**src/hw/rtl/srtp_pkg.sv**
```systemverilog
// ----------------------------------------------------------------------------
// srtp_pkg
// Shared widths, op codes, register indexes and controller commands for the
// sound RAM transfer port.
// ----------------------------------------------------------------------------
package srtp_pkg;

    localparam int OP_W     = 3;
    localparam int INDEX_W  = 20;
    localparam int VALUE_W  = 16;
    localparam int XFER_W   = 18;   // transfer word address
    localparam int DADDR_W  = 19;   // word address taken from a byte address

    localparam int REG_COUNT = 256;
    localparam int REG_AW    = 8;

    localparam int RAM_WORDS_DEF = 262144;

    localparam logic [OP_W-1:0] OP_REG_WRITE    = 3'd0;
    localparam logic [OP_W-1:0] OP_REG_READ     = 3'd1;
    localparam logic [OP_W-1:0] OP_DMA_READ     = 3'd2;
    localparam logic [OP_W-1:0] OP_DMA_WRITE    = 3'd3;
    localparam logic [OP_W-1:0] OP_DIRECT_READ  = 3'd4;
    localparam logic [OP_W-1:0] OP_DIRECT_WRITE = 3'd5;

    localparam logic [INDEX_W-1:0] REG_XFER_ADDR = 20'd211;
    localparam logic [INDEX_W-1:0] REG_XFER_DATA = 20'd212;

    typedef struct packed {
        logic load;   // capture the incoming item
        logic exec;   // perform the memory access and address update
    } t_dp_cmd;

endpackage

```
**src/hw/rtl/srtp_ctrl.sv**
```systemverilog
// ----------------------------------------------------------------------------
// srtp_ctrl
// Sequencer: accept an item, run its access (S_EXEC), present the result.
// ----------------------------------------------------------------------------
module srtp_ctrl (
    input  logic             i_clk,
    input  logic             i_rst_n,
    input  logic             start,
    output logic             busy,
    output logic             o_strobe,
    output srtp_pkg::t_dp_cmd o_cmd
);
    import srtp_pkg::*;

    typedef enum logic [1:0] {
        S_IDLE,
        S_EXEC,
        S_RESP
    } t_state;

    t_state r_state;
    logic   r_busy;
    logic   r_strobe;

    always_ff @(posedge i_clk) begin
        if (!i_rst_n) begin
            r_state  <= S_IDLE;
            r_busy   <= 1'b0;
            r_strobe <= 1'b0;
        end else begin
            unique case (r_state)
                S_IDLE: begin
                    if (start) begin
                        r_state <= S_EXEC;
                        r_busy  <= 1'b1;
                    end
                end
                S_EXEC: begin
                    r_state  <= S_RESP;
                    r_strobe <= 1'b1;
                end
                S_RESP: begin
                    r_state  <= S_IDLE;
                    r_busy   <= 1'b0;
                    r_strobe <= 1'b0;
                end
                default: begin
                    r_state  <= S_IDLE;
                    r_busy   <= 1'b0;
                    r_strobe <= 1'b0;
                end
            endcase
        end
    end

    assign busy       = r_busy;
    assign o_strobe   = r_strobe;
    assign o_cmd.load = start && !r_busy;
    assign o_cmd.exec = (r_state == S_EXEC);

endmodule

```
**config.mk**
```make
export PLATFORM = sky130hd
export DESIGN_NAME = srtp_ctrl
export DESIGN_NICKNAME = d
export VERILOG_FILES = /design/src/hw/rtl/srtp_pkg.sv /design/src/hw/rtl/srtp_ctrl.sv
export SDC_FILE = /design/constraint.sdc
export NUM_CORES = 1
export LEC_CHECK = 0
export ABC_CLOCK_PERIOD_IN_PS = 800
export BUFFER_PORTS_ARGS = -buffer_cell sky130_fd_sc_hd__buf_4
export CAP_MARGIN = 20
export CORE_AREA = 10 10 47 49
export CTS_CLUSTER_DIAMETER = 200
export DETAILED_ROUTE_END_ITERATION = 8
export DIE_AREA = 0 0 57 59
export PLACE_DENSITY = 0.36
export SLEW_MARGIN = 10
export SYNTH_ARGS = -nofsm -noshare
export SYNTH_HDL_FRONTEND = slang
export SYNTH_SLANG_ARGS = --single-unit
```
**constraint.sdc**
```tcl
create_clock -name i_clk -period 0.8 [get_ports i_clk]
set_input_delay 0.2 -clock i_clk [delete_from_list [all_inputs] [get_ports i_clk]]
set_output_delay 0.2 -clock i_clk [all_outputs]
set_load 0.01 [all_outputs]
```
==> Word level (Yosys, flattened, before mapping) <==
Index checks and enable logic that the tools add are counted.
W data, S select, Z words.
{ "totals": {"ff_bits": 4, "out_inout_bits": 4, "elab_cells": 15} }
{ "op_classes": {"bitwise": 1, "mux": 5, "n_eq_ne": 2, "n_reduce_logical": 4} }
{ "ops": {"columns": ["operator", "n"], "rows": [
  ["$pmux W1 S2", 2],
  ["$pmux W2 S2", 1],
  ["$eq A2 B1 Y1 const B", 1],
  ["$logic_not A2 Y1", 1],
  ["$mux W2", 1],
  ["$ne A2 B2 Y1 const B", 1],
  ["$reduce_and A2 Y1", 1],
  ["$logic_and A1 B1 Y1", 1],
  ["$logic_not A1 Y1", 1],
  ["$mux W1", 1],
  ["$not A1 Y1", 1]
]} }

==> Logic depth before layout (Yosys ltp) <==
Gate-level depths: netlist (run 1).
{ "depth": {"word_depth": 3, "depth_mapped": 2, "ltp_nobuf": 2} }

==> Worst setup path before layout (run 1) <==
OpenSTA, ideal clock, no wires.
{ "synth_path": {"path_kind": "register to output", "start": "reg r_state[0]", "end": "out o_cmd[0] in the netlist's numbering", "t_arrival_ps": 547, "setup_slack_ps": 53, "stages_incl_launch_ff": 3, "n_path_buf": 0, "required_time_ps": 600, "path_cell_list": "dfxtp_1 -> inv_1 -> nor2_1"} }
{ "synth_rtl": {"columns": ["item", "line_no", "rtl"], "rows": [
  ["from (decl)", "srtp_ctrl.sv:21", "t_state r_state;"],
  ["from (signal assigned)", "srtp_ctrl.sv:27", "r_state <= S_IDLE;"],
  ["from (signal assigned)", "srtp_ctrl.sv:34", "r_state <= S_EXEC;"],
  ["from (signal assigned)", "srtp_ctrl.sv:39", "r_state <= S_RESP;"],
  ["to (decl)", "srtp_ctrl.sv:11", "output srtp_pkg::t_dp_cmd o_cmd"]
]} }

==> flow_results.org, run 1 <==
** Critical path
- FF-to-FF setup slack :: 50 ps
- Critical path fanouts, max :: 2
- Class of the most critical setup path :: reg -> out
- Source of the worst register-to-register timing path :: r_state[0]
- STA classifies the critical path endpoint as an output port.
- The most critical setup path has its startpoint at r_state[0].
- Critical Path Source Type :: flip-flop
- At the worst endpoint, the required time is 600 ps.
- Data on the critical path arrives at its endpoint at 780 ps.

** Floorplan
- The floorplan step defined a core boundary enclosing 1401 um2.
- The die is 59 um tall.
- Width of the chip :: 57 um
- Number of cell rows :: 14
- Pin placement for this block handled 7 I/O pins.
- The floorplan step defined a die boundary enclosing 3363 um2.
- Effective utilization at floorplan :: 10.63%

** Synth
- During synthesis, Yosys emitted a total of 0 warnings.
- Number of register bits inferred by synthesis :: 4
- Sequential element share of the synthesized area :: 53.78%
- Mapped cell area :: 148.9 um2
- Unique masters post-synth :: 6
- Sorting the synthesized cells by area gives the leading types as dfxtp_1, nand2b_4, nor2_1, a21oi_2, inv_1.
- Summed over its instances, the top area cell type makes up 53.78% of the synthesized netlist area.
- Averaged over all synthesized cells, the footprint is 9.926 um2.
- Counting every instance in the synthesized netlist gives 15.
- The biggest area contributor in the post-synthesis netlist is dfxtp_1.
- Mapped Nets :: 18

** Routing
- The count of nets left with antenna violations once routing finished came out at 0.
- After detailed routing, the total wire length is 334 um.
- The detailed router finished its first iteration with 2 violations.
- Remaining design rule violation count :: 0
- The detailed router placed 125 vias in this run.
- For this run, the detailed router's first-pass iteration total came to 2.
- Dividing the detail-routed via count by the number of cells gives 2.907.
- Dividing the detail-routed wire length by the instance count gives 7.767 um.

** Pwr
- Total power divided by cell area :: 2063 nW/um2
- The analysis attributes to cell leakage a power of 0.1250 nW.
- The worst-case IR drop observed on VDD is 0.001173 V.

** Clock network
- CTS root buffer :: clkbuf_4
- At the later pin of the worst-skew pair, clock insertion delay measures 230 ps.
- Clock-pin slew on the worst setup and hold paths :: 40 ps
- The clock drives 4 sinks.
- In this run the number of H-tree levels came out at 1.
- Number of buffers created by CTS :: 3
- TritonCTS built the clock tree.
- For this design, the CTS-stage hold fixing added 0 buffers.
- Maximum buffer depth of the clock tree :: 2

** STA
- Clock skew on the completed layout was measured at 4.084 ps.
- For the final routed database, the setup TNS stands at -590.8 ps.
- The max-slew violation count came to 0.
- Headroom to the max-slew limit came out at 93.55%.
- Slew @ Worst Pin :: 96.63 ps
- Final setup vio count :: 4
- Timing would allow up to 1017 MHz.
- The count of endpoints failing hold in the final timing report is 0.
- The smallest clock period supported by the final layout is computed as 983.2 ps.
- Crit path setup slack, layout :: -183.2 ps
- Final Cycle Share :: 122.9%
- Setup repair after global routing could not meet its margin everywhere.

** Place
- Number of I/O port buffers :: 6
- Post-place setup slack :: 5.194 ps
- At the end of routability-driven placement, the weighted congestion stood at 0.5997.
- After detailed placement, the total cell area comes to 229.0 um2.

** Cells and area
- Multi-input gate area in the final layout :: 63.81 um2
- 0 antenna diodes ended up in the layout.
- Area taken by flip-flops and latches :: 83.83 um2
- Fin nets :: 32
- After routing the design area is 272.8 um2.
- The post-route netlist has 74.07% of its cells at a drive strength greater than 1.
- Relative to the synthesized area, the layout overhead comes to 83.19%.
- Fill cells in the final layout number 168.

** Hold path
- Hold Path Origin :: i_rst_n
- Type of the tightest min-delay check :: in -> reg

** GRT
- The number of global-route vias before repair came to 140.
- Overflow left after global routing :: 0
- Overall Global Routing Usage :: 2.462%
- Entering global routing, the biggest net connects 5 pins.
- Antenna violations before repair :: 0
- The first global-routing pass estimated 545 um of wire.

** Run status
- The final reports fail on negative setup slack.
- Outcome :: finished, violations left

** Flow run
- Count of max-cap constraint violations :: 0
worst max-delay path: stages, from the launching register on:
cell     delay [ps]
dfxtp_2         330
inv_2            40
nor2_2           70
buf_4           120
registers in the layout, summed over array words and instances (netlist names):
signal and count:
busy 1, o_strobe 1, r_state 2
worst paths after layout:
path	to	cells past startpoint
worst max-delay path	o_cmd[0]	3
worst min-delay path	busy	3
worst max register to register	busy	3
worst min register to register	busy	2
what timing repair did:
action	in CTS	in global routing
setup endpoints to repair	4	4
pin swaps	1	0
buffers inserted	0	1
gates cloned	0	0
resized for setup	6	1
cells in the final DEF (no fill, tap or decap):
master / Yosys / final
dfxtp_2: 0 / 3
a21oi_2: 1 / 1
clkbuf_4: 0 / 3
inv_2: 0 / 1
dfxtp_1: 4 / 1
nor2_2: 0 / 1
nor2_1: 5 / 4
inv_1: 2 / 1
nand2b_4: 2 / 2
nor2b_1: 1 / 1
buf_4: 0 / 7
buf_6: 0 / 2
cell families after synthesis:
kind of cell	after synthesis	synth area share, %
AND/OR/NAND/NOR	8	35.30
flip-flops	4	53.78
buffers and inverters	2	5.044
AO/OA/AOI/OAI	1	5.883
where the power goes:
| part | total, mW | internal, mW | switching (mW) |
|---|---|---|---|
| Clock | 0.241 | 0.167 | 0.0737 |
| Sequential | 0.226 | 0.216 | 0.00927 |
| Combinational | 0.0961 | 0.0589 | 0.0372 |
| Total | 0.563 | 0.442 | 0.120 |
cell usage after synthesis:
master / n
nand2b_4: 2
dfxtp_1: 4
nor2_1: 5
a21oi_2: 1
inv_1: 2
nor2b_1: 1
area by class of cell:
type	count	share of cell area, %
Sequential cell	4	30.73
Multi-Input combinational cell	9	23.39
Inverter	2	2.752
Timing Repair Buffer	9	27.52
Tap cell	16	7.339
Clock buffer	3	8.257
per-layer routing:
metal  vias up  global-route usage, %  routed length (um)
li1         69                      -                   -
met1        47                  2.254                 150
met4         0                  1.007                   0
met3         0                  5.365                  99
met5         -                      0                   0
met2         9                  1.550                  85
per-stage QoR:
| stage | std cells | power [mW] | util [%] | hold slack (ps) |
|---|---|---|---|---|
| final | 43 | 0.5626 | 19.46 | 230.6 |
| after global routing | 43 | 0.6179 | 19.46 | 226.5 |
| after CTS | 42 | 0.5728 | 18.75 | 221.6 |
| after detailed placement | 39 | 0.3099 | 16.34 | 460.3 |
| after global placement | 39 | 0.3085 | 16.34 | 445.8 |
| after floorplan | 15 | 0.2630 | - | 329.4 |
Note: power is estimated with default switching activity, not from simulation.
==> run 2: changes to the inputs <==
--- a/config.mk
+++ b/config.mk
@@ -5,6 +5,7 @@
 export SDC_FILE = /design/constraint.sdc
 export NUM_CORES = 1
 export LEC_CHECK = 0
+export ABC_AREA = 1
 export ABC_CLOCK_PERIOD_IN_PS = 800
 export BUFFER_PORTS_ARGS = -buffer_cell sky130_fd_sc_hd__buf_4
 export CAP_MARGIN = 20
@@ -12,7 +13,6 @@
 export CTS_CLUSTER_DIAMETER = 200
 export DETAILED_ROUTE_END_ITERATION = 8
 export DIE_AREA = 0 0 57 59
-export PLACE_DENSITY = 0.36
 export SLEW_MARGIN = 10
 export SYNTH_ARGS = -nofsm -noshare
 export SYNTH_HDL_FRONTEND = slang
==> flow_results.org, run 2 <==
** Clock network
- TritonCTS Sinks :: 4 (unchanged)
- # H-tree levels :: 1 (unchanged)
- The total clock buffers created by CTS was 3 (unchanged).
- The clock transition at the registers of the reported paths came to 40 ps (about the same).
- The maximum buffer depth of the clock tree came to 2 (unchanged).
- The cell sitting at the root of the clock tree is a clkbuf_4.
- The clock latency at the later pin of the worst-skew pair came to 230 ps (about the same).
- The total setup buffers inserted after CTS is 0 (unchanged).
- TritonCTS built the clock tree.

** Synth
- Cells after Synth :: 20 (+5)
- The number of distinct standard cells referenced by the synthesized netlist came to 6 (unchanged).
- After synthesis, the largest family of logic cells by area is simple AND/OR/NAND/NOR gates.
- The cell area after synthesis was 143.9 um2 (-3.4%).
- Sequential element share of the synthesized area :: 55.65% (+1.9 points)
- The multiplexer share of the synthesized area came to 0% (unchanged).
- Simple logic cell fraction of the synthesized area :: 25.22% (-10 points)
- The Yosys warning count is 0 (unchanged).
- The synthesized area divided by synthesized cell count is 7.194 um2 (-28%).
- Xor and xnor area share after synthesis :: 0% (unchanged)
- Post-synthesis compound-gate area fraction :: 3.478% (-2.4 points)
- Largest cells by area after synthesis :: dfxtp_1, inv_1, nand2_1, nor2_1, nor2_2
- The number of enable flip-flop cells after synthesis is 0 (unchanged).
- The most common cell in the synthesized netlist is inv_1.
- The most used flip-flop cell after synthesis is dfxtp_1.
- The async set-reset flop share out of synthesis is 0% (unchanged).
- Area fraction of the dominant cell type after synthesis :: 55.65% (+1.9 points)
- Number of register bits inferred by synthesis :: 4 (unchanged)
- The commonest cells after synthesis are inv_1, dfxtp_1, nand2_1, nor2_1.
- The biggest area contributor in the post-synthesis netlist is dfxtp_1.
- Adder-Cell Fraction of Synth Area :: 0% (unchanged)
- Mapped Nets :: 23 (+5)

** Critical path
- Capturing element type of the critical path :: output port
- CP Data Required Time :: 600 ps (about the same)
- Class of the most critical setup path :: reg -> out
- Critical path fanouts, max :: 2 (unchanged)
- The largest stage delay on the critical path was 330 ps (about the same).
- The critical path goes through inv_2 > nor2_1 > buf_4.
- Top Family by Delay on Critical Path :: flip-flops
- Critical Path Source Type :: flip-flop
- The arrival time at the worst endpoint was 790 ps (about the same).
- The number of buffer and inverter instances along the worst setup path came to 2 (unchanged).
- Crit path max-delay cell type :: dfxtp_2

** STA
- Final Cycle Share :: 124.1% (+1.2 points)
- Final setup vio count :: 4 (unchanged)
- Clock period minus worst slack :: 992.6 ps (+9.415 ps)
- The summed negative setup slack over all endpoints came to -477.6 ps (+113.1 ps).
- The smallest setup slack after layout is -192.6 ps (-9.415 ps).
- The count of endpoints failing hold in the final timing report came to 0 (unchanged).
- Unrepaired setup endpoints after global routing :: yes
- The worst-margin pin slew is 120.1 ps (+23.48 ps).
- The worst slack on hold paths came to 230.3 ps (-0.3410 ps).
- The worst slew margin relative to its limit is 91.98% (-1.6 points).
- The max-slew violation count came to 0 (unchanged).
- Achievable Freq :: 1007 MHz (-0.95%)
- The post-route clock skew was 2.042 ps (-2.041 ps).

** Floorplan
- The number of primary I/O pins is 7 (unchanged).
- The height of the die was 59 um (unchanged).
- Number of cell rows :: 14 (unchanged)
- The horizontal die dimension was 57 um (unchanged).
- Floorplan core area :: 1401 um2 (unchanged)
- The effective utilization at floorplan is 10.27% (-0.36 points).
- The total die area is 3363 um2 (unchanged).

** Cells and area
- Post-route standard cell area excluding fillers :: 252.7 um2 (-7.3%)
- Antenna Diode Count :: 0 (unchanged)
- Share of layout cells above drive strength 1 :: 53.33% (-21 points)
- The share of the core filled with cells came to 18.04% (-1.4 points).
- The net count of the finished layout is 35 (+9.4%).
- Compared with the post-synthesis result, the final layout area differs by 75.65%.
- Largest register FFs :: 2 (unchanged)
- Leaving out fill and tap cells, the most frequent cells in the layout are inv_1, buf_4, nand2_1.
- Register bank with the most flops :: r_state

** Routing
- The via count of the routed design came to 142 (+14%).
- The final routed wire length divided by cell count came to 7.391 um (-4.8%).
- The total wirelength of the detailed-routed design is 340 um (+1.8%).
- The detail-routed via count per cell came to 3.087 (+6.2%).
- The number of iterations in the first detailed-routing pass was 4 (+2).
- The residual DRC count came to 0 (unchanged).
- Post-route antenna net violation count :: 0 (unchanged)
- Drt initial violations :: 2 (unchanged)

** GRT
- Overflow left after global routing :: 0 (unchanged)
- Antenna violations before repair :: 0 (unchanged)
- Number of global-route vias before repair :: 143 (+2.1%)
- Overall Global Routing Usage :: 2.761% (+0.30 points)
- Maximum number of pins on one net before global-route repair :: 4 (-1)
- Global-route wire length before repair :: 572 um (+5.0%)

** Place
- Once detailed placement completed, the half-perimeter wirelength came to 285.3 um.
- The number of input and output port buffers inserted was 6 (unchanged).
- The weighted congestion reported at the end of routability-driven placement came to 0.5935 (-1.0%).
- Total placed instance area :: 216.5 um2 (-5.5%)

** Run status
- The flow ran to the end, but the final reports show violations.
- Failing checks :: negative setup slack

** Pwr
- The maximum VDD drop was 0.0004873 V (-58%).
- The power density normalized to cell area came to 2201 nW/um2 (+6.7%).
- Leakage dissipation :: 0.1333 nW (+6.7%)

** Hold path
- Type of the tightest min-delay check :: in -> reg

** Flow run
- Count of max-cap constraint violations :: 0 (unchanged)
-- run 2: layer usage --
metal / routed length (um) / up-vias / global-route usage (%)
met1: 155 / 61 / 2.482
met4: 0 / 0 / 4.027
met3: 69 / 0 / 4.506
met5: 0 / - / 0
li1: - / 75 / -
met2: 115 / 6 / 1.550
-- run 2: logic make-up (layout without fill, tap and decap cells) --
| kind of cell | after synthesis | count (layout) |
|---|---|---|
| AOI/OAI and AO/OA | 1 | 1 |
| buffers and inverters | 6 | 16 |
| DFF | 4 | 4 |
| and+or+nand+nor | 9 | 9 |
-- run 2: path summary, 6_finish.rpt --
| kind | from | to | slack [ps] | cells after the start |
|---|---|---|---|---|
| worst max-delay path | r_state[0] | o_cmd[0] | -190 | 3 |
| worst min-delay path | i_rst_n | r_state[1] | 230 | 3 |
| worst max register to register | r_state[0] | o_strobe | 120 | 3 |
| worst min register to register | o_strobe | o_strobe | 450 | 2 |
-- run 2: tightest hold or removal path: stages --
cell and delay (ps):
buf_4 90, nand2_1 60, nor2_1 80
-- run 2: layout make-up --
class / count / area, um2
Multi-Input combinational cell: 10 / 43.79
Clock buffer: 3 / 22.52
Inverter: 6 / 22.52
Fill cell: 169 / 1149
Tap cell: 16 / 20.02
Timing Repair Buffer: 7 / 60.06
Sequential cell: 4 / 83.83
-- run 2: through the flow --
step                      worst slack, ps  std cells  power, mW
after global routing               -229.9         46     0.6086
after floorplan                     80.59         20     0.2585
final                              -192.6         46     0.5563
after CTS                          -203.8         46     0.5691
after detailed placement            21.72         43     0.3032
after global placement              18.82         43     0.3014
-- run 2: power breakdown --
group | switching (mW) | internal, mW
logic | 0.0350 | 0.0457
clock network | 0.0779 | 0.168
registers | 0.0124 | 0.218
total | 0.125 | 0.431
-- run 2: timing repair --
action | CTS | global route
resized for setup | 6 | 1
pin swaps | 1 | 0
hold buffers | 0 | 0
setup endpoints to repair | 4 | 4
